[config.mk]
export PLATFORM = sky130hd
export DESIGN_NAME = pst_div
export DESIGN_NICKNAME = d
export VERILOG_FILES = /design/src/sv/pst_pkg.sv /design/src/sv/pst_div.sv
export SDC_FILE = /design/constraint.sdc
export NUM_CORES = 1
export LEC_CHECK = 0
export BUFFER_PORTS_ARGS = -buffer_cell sky130_fd_sc_hd__buf_2
export CAP_MARGIN = 20
export CORE_MARGIN = 5
export CORE_UTILIZATION = 54
export CTS_CLUSTER_DIAMETER = 100
export DETAILED_ROUTE_END_ITERATION = 10
export PLACE_DENSITY = 0.87
export SYNTH_ARGS = -nofsm -noshare
export SYNTH_HDL_FRONTEND = slang
export SYNTH_SLANG_ARGS = --single-unit
[constraint.sdc]
create_clock -name clk -period 3.4 [get_ports clk]
set_clock_uncertainty 0.2 [all_clocks]
set_input_delay 0 -clock clk [delete_from_list [all_inputs] [get_ports clk]]
set_output_delay 0 -clock clk [all_outputs]
set_load 0.01 [all_outputs]
[src/sv/pst_pkg.sv]
// Shared constants, codes and types for the postfix stack evaluator.
package pst_pkg;

	localparam int STACK_DEPTH = 1024;
	localparam int ADDR_W      = $clog2(STACK_DEPTH);
	localparam int CNT_W       = 11;
	localparam int WORD_W      = 32;
	localparam int VAL_W       = 31;
	localparam int KIND_W      = 3;
	localparam int STAT_W      = 3;
	localparam int DIV_STEPS   = 32;
	localparam int DIV_CNT_W   = 6;

	localparam logic [KIND_W-1:0] KIND_OPERAND = 3'd0;
	localparam logic [KIND_W-1:0] KIND_ADD     = 3'd1;
	localparam logic [KIND_W-1:0] KIND_SUB     = 3'd2;
	localparam logic [KIND_W-1:0] KIND_MUL     = 3'd3;
	localparam logic [KIND_W-1:0] KIND_DIV     = 3'd4;
	localparam logic [KIND_W-1:0] KIND_END     = 3'd5;

	localparam logic [STAT_W-1:0] STAT_OK    = 3'd0;
	localparam logic [STAT_W-1:0] STAT_UNDER = 3'd1;
	localparam logic [STAT_W-1:0] STAT_OVER  = 3'd2;
	localparam logic [STAT_W-1:0] STAT_DIVZ  = 3'd3;
	localparam logic [STAT_W-1:0] STAT_EMPTY = 3'd4;

	typedef logic [WORD_W-1:0] word_t;

	typedef enum logic [1:0] {
		ST_IDLE,
		ST_OP,
		ST_DIV,
		ST_FIN
	} state_t;

endpackage

[src/sv/pst_div.sv]
// Iterative signed divider, truncating toward zero, one quotient bit per cycle.
module pst_div (
	input  logic           clk,
	input  logic           arst_n,
	input  logic           start,
	input  pst_pkg::word_t num,
	input  pst_pkg::word_t den,
	output logic           done,
	output pst_pkg::word_t quo
);
	import pst_pkg::*;

	logic                 active_q;
	logic                 done_q;
	logic [DIV_CNT_W-1:0] cnt_q;
	word_t                rem_q;
	word_t                q_q;
	word_t                d_q;
	logic                 neg_q;
	logic [WORD_W:0]      rem_sh;
	logic [WORD_W:0]      rem_sub;

	assign rem_sh  = {rem_q, q_q[WORD_W-1]};
	assign rem_sub = rem_sh - {1'b0, d_q};

	always_ff @(posedge clk or negedge arst_n) begin
		if (!arst_n) begin
			active_q <= 1'b0;
			done_q   <= 1'b0;
			cnt_q    <= '0;
		end else begin
			done_q <= 1'b0;
			if (start) begin
				active_q <= 1'b1;
				cnt_q    <= DIV_CNT_W'(DIV_STEPS);
			end else if (active_q) begin
				cnt_q <= cnt_q - DIV_CNT_W'(1);
				if (cnt_q == DIV_CNT_W'(1)) begin
					active_q <= 1'b0;
					done_q   <= 1'b1;
				end
			end
		end
	end

	always_ff @(posedge clk) begin
		if (start) begin
			rem_q <= '0;
			q_q   <= num[WORD_W-1] ? (word_t'(0) - num) : num;
			d_q   <= den[WORD_W-1] ? (word_t'(0) - den) : den;
			neg_q <= num[WORD_W-1] ^ den[WORD_W-1];
		end else if (active_q) begin
			if (!rem_sub[WORD_W]) begin
				rem_q <= rem_sub[WORD_W-1:0];
				q_q   <= {q_q[WORD_W-2:0], 1'b1};
			end else begin
				rem_q <= rem_sh[WORD_W-1:0];
				q_q   <= {q_q[WORD_W-2:0], 1'b0};
			end
		end
	end

	assign done = done_q;
	assign quo  = neg_q ? (word_t'(0) - q_q) : q_q;

endmodule
# == Word level (Yosys, flattened, before mapping) ==
# Cells that the tools add are included.
# classes
n_addsub,5
n_eq_ne,1
n_mux,15
bitwise_logic,1
n_reduce_logical,1
# op_table
cell,count
$mux 32,5
$sub 1x32->32 const A,3
$sub 33x32->33,1
$mux 31,1
$mux 6,2
$mux 1,7
$eq 6x1->1 const B,1
$sub 6x1->6 const B,1
$reduce_bool 2->1,1
$xor 1x1->1,1
# word_totals
ff_bits,105
output_inout_bits,33
wordCells,31

# == Logic depth before layout (Yosys ltp) ==
# Gate-level depths: netlist of the first run.
# logic_depth
ltp_word,4
ltp_mapped,14
mapped_depth_nobuf,12

# == Worst setup path after synthesis of the first run ==
# OpenSTA, ideal clock, no wires.
# synth_timing
path_type,register to register
startpoint,reg q_q[31]
endpoint,reg rem_q[16]
arrival_ns,3.114
slack_ns,-0.005
path_stages_with_launch,15
path_buffers,2
period_less_slack_ns,3.405
cell_sequence,edfxtp_1 -> inv_1 -> ha_1 -> fa_1 -> nor2b_1 -> o2111ai_1 -> a31oi_1 -> o21ai_0 -> nor4b_1 -> nor2_1 -> xnor2_1 -> clkbuf_1 -> clkbuf_1 -> nand2_1 -> a311oi_1
# synth_via
elab_chain_cells,2
# synth_rtl
item,line,source
"start, declared",pst_div.sv:17,word_t q_q;
"start signal, assigned",pst_div.sv:49,q_q <= num[WORD_W-1] ? (word_t'(0) - num) : num;
"start signal, assigned",pst_div.sv:55,"q_q <= {q_q[WORD_W-2:0], 1'b1};"
"start signal, assigned",pst_div.sv:58,"q_q <= {q_q[WORD_W-2:0], 1'b0};"
$sub 33x32->33,pst_div.sv:24,"assign rem_sub = rem_sh - {1'b0, d_q};"
$mux 32,pst_div.sv:53,if (!rem_sub[WORD_W]) begin
"end signal, assigned",pst_div.sv:54,rem_q <= rem_sub[WORD_W-1:0];
"end signal, assigned",pst_div.sv:57,rem_q <= rem_sh[WORD_W-1:0];
"end, declared",pst_div.sv:16,word_t rem_q;
# No other way between the ends.
# A chain may end at the register's enable or synchronous reset.

# == Worst setup path after layout of the first run ==
# layout_timing
startpoint,reg q_q[10]
endpoint,out quo[30]
# layout_via
elab_chain_cells,2
# layout_rtl
item,line,source
$sub 1x32->32,pst_div.sv:64,assign quo = neg_q ? (word_t'(0) - q_q) : q_q;
$mux 32,pst_div.sv:64,
"end, declared",pst_div.sv:9,output pst_pkg::word_t quo
# No other way between the ends.

==> results of run 1 <==
==> path summary, 6_finish.rpt <==
kind	depth (start not counted)	from	end
setup / recovery	9	q_q[10]$_DFFE_PP_	quo[30]
hold / removal	4	den[1]	d_q[3]$_DFFE_PP_
setup reg to reg	15	q_q[31]$_DFFE_PP_	rem_q[10]$_SDFFE_PP0P_
hold reg to reg	2	rem_q[3]$_SDFFE_PP0P_	rem_q[4]$_SDFFE_PP0P_
max in group asynchronous	3	arst_n	active_q$_DFF_PN0_
min in group asynchronous	3	arst_n	cnt_q[4]$_DFFE_PN0P_
==> cells by family after synthesis <==
kind of cell               synth area share (%)
buffers and inverters                      4.62
AOI/OAI and AO/OA                          19.9
muxes                                     0.405
adders and majority gates                  6.26
xor gates and xnor gates                   13.7
and+or+nand+nor                            18.9
DFF                                        36.2
==> power breakdown <==
part / switching [mW] / internal, mW / leakage (nW)
Combinational: 1.07 / 0.942 / 2.88
Clock: 0.505 / 0.652 / 0.156
Sequential: 0.214 / 1.60 / 1.01
Total: 1.78 / 3.19 / 4.05
==> area by class of cell <==
cell class | count | area [µm²] | share of cell area [%]
Tap cell | 180 | 225 | 2.26
Timing Repair Buffer | 208 | 1610 | 16.1
Sequential cell | 105 | 2790 | 28.0
Clock buffer | 9 | 225 | 2.26
Inverter | 52 | 195 | 1.96
Clock inverter | 7 | 103 | 1.03
Multi-Input combinational cell | 689 | 4830 | 48.4
==> cell usage in the layout, fill, tap and decap left out, types with 4 or more instances in the layout <==
cell type,netlist,routed
nand2_1,104,103
buf_2,0,98
nor2_1,88,86
xnor2_1,80,79
dlygate4sd3_1,0,78
edfxtp_1,65,65
a21oi_1,57,57
inv_1,52,52
xor2_1,41,40
o21ai_0,41,38
ha_1,37,36
dfxtp_1,32,32
o31ai_1,29,25
buf_4,1,22
a311oi_1,29,19
or3_1,18,14
nand2b_1,13,13
nor3_1,13,13
clkbuf_16,0,11
o41ai_1,14,10
a21o_1,10,10
a311oi_2,0,10
or4_1,11,9
nand4_1,7,7
o21bai_1,7,7
or3_4,3,7
dfrtp_1,8,7
or2_2,8,6
o21a_1,6,6
o211ai_1,5,5
o41ai_2,0,4
and2_1,4,4
nand3_1,5,4
a211oi_1,4,4
or4_4,2,4
a21boi_0,4,4
buf_6,0,4
==> sequential cells by signal (all words and copies together), names as in the netlist <==
name / count
rem_q: 32
d_q: 32
neg_q: 1
done: 1
cnt_q: 6
active_q: 1
q_q: 32
==> repair_timing <==
action                     4_1_cts  5_1_grt
gates cloned                     0        2
pin swaps                        3       11
resized for setup                6       51
setup endpoints to repair        9       44
hold endpoints to repair        91        0
setup buffers                    4        6
hold buffers                    78        0
==> routing by layer <==
layer / GRT usage, % / vias up / wire [µm]
met5: 0 / - / 0
met4: 7.21 / 0 / 357
met1: 30.1 / 3484 / 8710
li1: - / 3560 / -
met2: 41.2 / 256 / 10200
met3: 3.05 / 29 / 1260
==> synthesized netlist by cell type, drive strengths merged, types with 5 or more instances <==
master	instances
nor4	5
nor3	13
xnor2	80
dfrtp	8
nand4	7
edfxtp	65
nand2b	14
inv	52
nand2	104
a21oi	57
or3	22
clkbuf	38
a311oi	29
a21o	10
o41ai	14
o211ai	5
o21a	6
o21bai	7
nand3	5
nor2	88
ha	37
dfxtp	32
o21ai	41
or2	8
o31ai	30
xor2	41
or4	14
==> worst max-delay path, stage by stage, from the launching register on <==
cell and delay (ns):
edfxtp_1 0.39, or4_4 0.56, or4_4 0.43, or2_4 0.26, or3_4 0.36, nor2_1 0.12
nand2_1 0.12, o21ai_0 0.33, xnor2_1 0.18, buf_2 0.17
==> through the flow <==
stage          total power, mW  std cells  area, µm²
2_1_floorplan             3.04        887       7720
3_3_place_gp              3.50       1144       8470
3_5_place_dp              3.55       1144       8470
5_1_grt                   5.29       1250       9980
4_1_cts                   4.80       1242       9630
6_report                  4.97       1250       9980
==> summary.txt, run 1 <==
Outcome
  • Result of the run: finished, violations left
  • Violated checks: setup timing

Synth
  • Seq/Total Area, Yosys: 36.2%
  • Area contributors post-synth: edfxtp_1 25%, xnor2_1 9.1%, dfxtp_1 8.3%, ha_1 6.0%, nand2_1 5.1%
  • YS warnings: 0
  • Synth Instances: 887
  • Proportion of netlist area held by the largest area contributor: 25.3%
  • Number of distinct library cell variants in the gate-level netlist after synthesis: 65
  • Mapped cell area: 7720 µm²
  • Share of async-settable or async-resettable flops after synthesis: under 10%
  • Count of state elements after synthesis: between 100 and 150
  • Number of nets produced by synthesis: about 1000
  • Predominant post-synthesis flop cell: edfxtp_1
  • Cell taking the most area after synthesis: edfxtp_1
  • Number of enable-type register cells in the synthesized netlist: 65
  • Average cell area after synthesis: 8.70 µm²

CTS
  • Num CTS Buffers: 9
  • Root Buffer Master: clkbuf_16
  • Clock tree from TritonCTS: built
  • Clock transition time at the flip-flop clock pins of the worst setup and hold paths: roughly 0.07 ns
  • Number of sinks driven by the clock tree: 105
  • H-tree levels: 3
  • Largest buffer count on any clock path: 2
  • Clk Latency, worst-skew pair: around 0.36 ns

Route
  • Number of antenna-violating nets in the routed design: 0
  • Remaining design rule violation count: 0
  • Average vias per placed instance: between 5 and 6
  • 1st-iter DRT viols: 576
  • Number of vias after detailed routing: between 7000 and 8000
  • Number of detailed-route iterations in the first pass: 5
  • WL/cell: about 16 µm
  • Total routed wirelength: between 20 and 25 mm

Worst setup path
  • WS Path Type: flip-flop to primary output
  • Top fanout value on the critical path: 4
  • Kind of start point of the critical path: flip-flop
  • WP data arrival: around 3.3 ns
  • Endpoint class of the critical path: primary output
  • Register-to-register setup slack: between 0.1 and 0.15 ns
  • Critical Path RT: about 3.2 ns

Floorplan
  • Die footprint: 16800 µm²
  • IO Pins: 100
  • Width of the die: 130 µm
  • Placeable Area: 13900 µm²
  • Cell row count: 43
  • Die height: around 130 µm
  • Starting Density: a little under three fifths

STA
  • Worst Setup Slack, final: -0.0708 ns
  • Unrepaired setup endpoints after global routing: yes
  • Achievable Freq: between 200 and 300 MHz
  • Worst-case headroom to the max-slew limit: between 20% and 30%
  • Post-Route Hold Slack: approximately 0.052 ns
  • Final cycle utilization of the critical path: 102%
  • Fin crit period: roughly 3.5 ns
  • Final Hold Viols: 0
  • Accumulated negative setup slack: -0.0708 ns
  • Tightest Pin Transition: about 1.1 ns
  • Number of setup violations in the final report: 1
  • Number of slew-limit violations in the final report: 0

Final layout
  • Total Nets Final: 1170
  • Number of diodes added for antenna fixing: 0
  • Fillcell total: between 900 and 1000
  • Post-layout util: between 70% and 80%
  • Area delta synth->final: 29.3%
  • Fraction of layout instances using a drive strength above 1: 19.7%

Placement
  • Worst-case setup slack after placement: roughly 0.018 ns
  • Placed wire-length estimate: about 13 mm
  • Gpl congestion: around 0.89
  • Number of buffers inserted by port buffering: 99

Power
  • Power per Cell Area: 498 nW/µm²
  • Leakage Power: slightly above 4 nW
  • Peak supply drop: ~0.00030 V

Global routing
  • Via count of the first global-routing pass: between 7000 and 8000
  • First-pass GRT wire length: approximately 32 mm
  • Initial antenna violation count: 0
  • Total track usage: a little under a quarter
  • Largest net degree at the start of global routing: 84
  • Global-route congestion overflow total: 0

Worst hold path
  • Hold Path Class: primary input to flip-flop

Job
  • Max-capacitance violation count: 0
Power figures use the tool's default switching activity.
==> inputs of run 2 (changes only) <==
CORE_UTILIZATION = 55   (was 54)
CTS_BUF_LIST = sky130_fd_sc_hd__clkbuf_4 sky130_fd_sc_hd__clkbuf_8   (was unset)
PLACE_DENSITY = 0.88   (was 0.87)
==> summary.txt, run 2 (synthesis gave the netlist of run 1 again) <==
STA
  • Worst Setup Slack, final: -0.0592 ns (was -0.0708 ns)
  • Final Hold Viols: 0 (unchanged)
  • Achievable Freq: 289 MHz (was 288 MHz)
  • Unrepaired setup endpoints after global routing: yes (unchanged)
  • Worst-case headroom to the max-slew limit: 20.5% (was 26.8%)
  • Tightest Pin Transition: 1.19 ns (was 1.10 ns)
  • Fin crit period: 3.46 ns (was 3.47 ns)
  • Final cycle utilization of the critical path: 102% (about the same)
  • Post-Route Hold Slack: 0.0670 ns (was 0.0516 ns)
  • Number of slew-limit violations in the final report: 0 (unchanged)
  • Number of setup violations in the final report: 5 (was 1)

Power
  • Pwr Total: 4.61 mW (was 4.97 mW)
  • Internal power component: 2.87 mW (was 3.19 mW)
  • Fraction of power spent switching nets: 37.7% (was 35.9%)
  • Relative contribution of the clock network to total power: 17.4% (was 23.3%)
  • Combinational cell fraction of total power: 43.1% (was 40.4%)
  • Net switching power: 1.74 mW (was 1.78 mW)
  • Portion of total power attributed to sequential cells: 39.6% (was 36.4%)
  • Power per Cell Area: 465 nW/µm² (was 498 nW/µm²)
  • Leakage Power: 4.07 nW (was 4.05 nW)
  • Peak supply drop: 0.000255 V (was 0.000297 V)

Final layout
  • Fraction of layout instances using a drive strength above 1: 20.0% (was 19.7%)
  • Biggest registers after layout: d_q x32, q_q x32, rem_q x32 (unchanged)
  • Number of diodes added for antenna fixing: 0 (unchanged)
  • Total Nets Final: 1185 (was 1170)
  • Commonest cells after routing, fill and taps aside: 100 x nand2_1, 96 x buf_2, 85 x nor2_1, 85 x dlygate4sd3_1, 79 x xnor2_1 (was 103 x nand2_1, 98 x buf_2, 86 x nor2_1)
  • Fillcell total: 949 (was 951)
  • Commonest non-fill, non-tap cell in the layout: nand2_1 (unchanged)
  • Area delta synth->final: 28.6% (was 29.3%)

Placement
  • Number of buffers inserted by port buffering: 99 (unchanged)
  • Gpl congestion: 0.883 (was 0.887)
  • Worst-case setup slack after placement: 0.0402 ns (was 0.0177 ns)
  • Placed wire-length estimate: 13.4 mm (was 13.0 mm)

Outcome
  • Violated checks: setup timing (unchanged)
  • Result of the run: finished, violations left (unchanged)

CTS
  • Root Buffer Master: clkbuf_8 (was clkbuf_16)
  • Number of sinks driven by the clock tree: 105 (unchanged)
  • Largest buffer count on any clock path: 2 (unchanged)
  • H-tree levels: 3 (unchanged)
  • Num CTS Buffers: 9 (unchanged)
  • Clk Latency, worst-skew pair: 0.39 ns (was 0.36 ns)
  • Clock transition time at the flip-flop clock pins of the worst setup and hold paths: 0.09 ns (was 0.07 ns)
  • Clock tree from TritonCTS: built (unchanged)

Route
  • Remaining design rule violation count: 0 (unchanged)
  • 1st-iter DRT viols: 623 (was 576)
  • Detailed route wirelength on metal2: 10.8 mm (was 10.2 mm)
  • Total met3 wirelength after detailed routing: 1.45 mm (was 1.26 mm)
  • Total routed wirelength: 21.8 mm (was 20.5 mm)
  • WL/cell: 17.2 µm (was 16.4 µm)
  • Number of antenna-violating nets in the routed design: 0 (unchanged)
  • Uppermost layer routed: met4 (unchanged)
  • Number of detailed-route iterations in the first pass: 5 (unchanged)
  • Post-Route M1 WL: 8.98 mm (was 8.71 mm)
  • Average vias per placed instance: 5.89 (was 5.86)
  • Number of vias after detailed routing: 7450 (was 7329)

Floorplan
  • Starting Density: 55.8% (was 55.4%)
  • IO Pins: 100 (unchanged)
  • Placeable Area: 13800 µm² (was 13900 µm²)
  • Die footprint: 16500 µm² (was 16800 µm²)
  • Die height: 128 µm (was 130 µm)
  • Cell row count: 43 (unchanged)
  • Width of the die: 128 µm (was 130 µm)

Worst setup path
  • Kind of start point of the critical path: flip-flop (unchanged)
  • Top fanout value on the critical path: 4 (unchanged)
  • Endpoint class of the critical path: primary output (unchanged)
  • Cell family contributing the most delay on the critical path: simple AND/OR/NAND/NOR gates (unchanged)
  • Number of cell instances on the worst register-to-register path: 12 (was 15)
  • Max stage delay on crit path: 0.56 ns (about the same)
  • Critical Path RT: 3.20 ns (about the same)
  • WS Path Type: flip-flop to primary output (unchanged)
  • Cells traversed along the worst timing path: or4_4 > or4_4 > or2_4 > or3_4 > or2_4 > o31ai_4 > xnor2_1 > buf_2 (was or4_4 > or4_4 > or2_4 > or3_4 > nor2_1 > nand2_1 > o21ai_0 > xnor2_1 > buf_2)
  • Logic depth of the worst path, buffers included: 8 (was 9)
  • WP data arrival: 3.26 ns (was 3.27 ns)
  • Worst Path Buf+Inv: 1 (unchanged)
  • CP max stage cell: or4_4 (unchanged)

Global routing
  • Via count of the first global-routing pass: 7251 (was 7012)
  • First-pass GRT wire length: 33.5 mm (was 32.4 mm)
  • Largest net degree at the start of global routing: 66 (was 84)
  • Initial antenna violation count: 0 (unchanged)
  • Global-route congestion overflow total: 0 (unchanged)
  • Total track usage: 24.8% (was 23.4%)

Job
  • Max-capacitance violation count: 0 (unchanged)

Worst hold path
  • Hold-critical path depth: 2 (was 4)
  • Hold Path Class: primary input to flip-flop (unchanged)
## run 2: path summary, 6_finish.rpt
| check | startpoint | endpoint | slack (ns) |
|---|---|---|---|
| hold / removal | num[31] | neg_q$_DFFE_PP_ | 0.07 |
| hold reg to reg | rem_q[27]$_SDFFE_PP0P_ | rem_q[28]$_SDFFE_PP0P_ | 0.31 |
| min in group asynchronous | arst_n | done$_DFF_PN0_ | 0.37 |
| setup reg to reg | d_q[22]$_DFFE_PP_ | rem_q[1]$_SDFFE_PP0P_ | 0.12 |
| max in group asynchronous | arst_n | active_q$_DFF_PN0_ | 2.35 |
| setup / recovery | q_q[12]$_DFFE_PP_ | quo[25] | -0.06 |
## run 2: cell type report
cell class | count | area [µm²] | area share (%)
clock buffer | 10 | 131 | 1.32
multi-input combinational | 689 | 4840 | 48.7
tap | 180 | 225 | 2.27
sequential | 105 | 2790 | 28.1
inverter | 52 | 195 | 1.97
timing repair buffer | 223 | 1680 | 16.9
clock inverter | 6 | 66.3 | 0.668
## run 2: timing repair
action / in CTS / in global routing
endpoints found under the hold margin: 78 / 2
gates cloned: 0 / 1
pin swaps: 4 / 18
gates resized for setup: 10 / 53
hold buffers: 86 / 2
setup buffers: 4 / 11
setup endpoints to repair: 8 / 48
## run 2: worst reg2reg max path, delay by kind of cell (launching register included)
family / cells / cell delay [ns]
flops: 1 / 0.36
fa+ha+maj: 1 / 0.37
buf+inv: 2 / 0.19
simple gates: 6 / 1.61
xor+xnor: 1 / 0.09
compound gates: 2 / 0.32
## run 2: metrics by stage
| step | std cells | area (µm²) | util [%] | TNS (ns) |
|---|---|---|---|---|
| after floorplan | 887 | 7720 | - | 0 |
| after global placement | 1148 | 8470 | 61.3 | 0 |
| after detailed placement | 1148 | 8470 | 61.3 | 0 |
| after CTS | 1254 | 9600 | 69.5 | 0 |
| after global routing | 1265 | 9930 | 71.8 | -0.834 |
| final | 1265 | 9930 | 71.8 | -0.197 |
## run 2: per-layer routing
metal	global-route usage, %	up-vias
li1	-	3589
met1	31.9	3511
met2	42.8	310
met3	2.95	40
met4	9.49	0
met5	0	-
## run 2: power groups by stage
stage                     Clock [mW]  Sequential [mW]  Combinational [mW]
after floorplan                    0             1.76                1.28
after global placement             0             1.82                1.68
after detailed placement           0             1.83                1.73
after CTS                      0.823             1.80                1.84
after global routing           0.876             1.85                2.18
final                          0.802             1.82                1.99
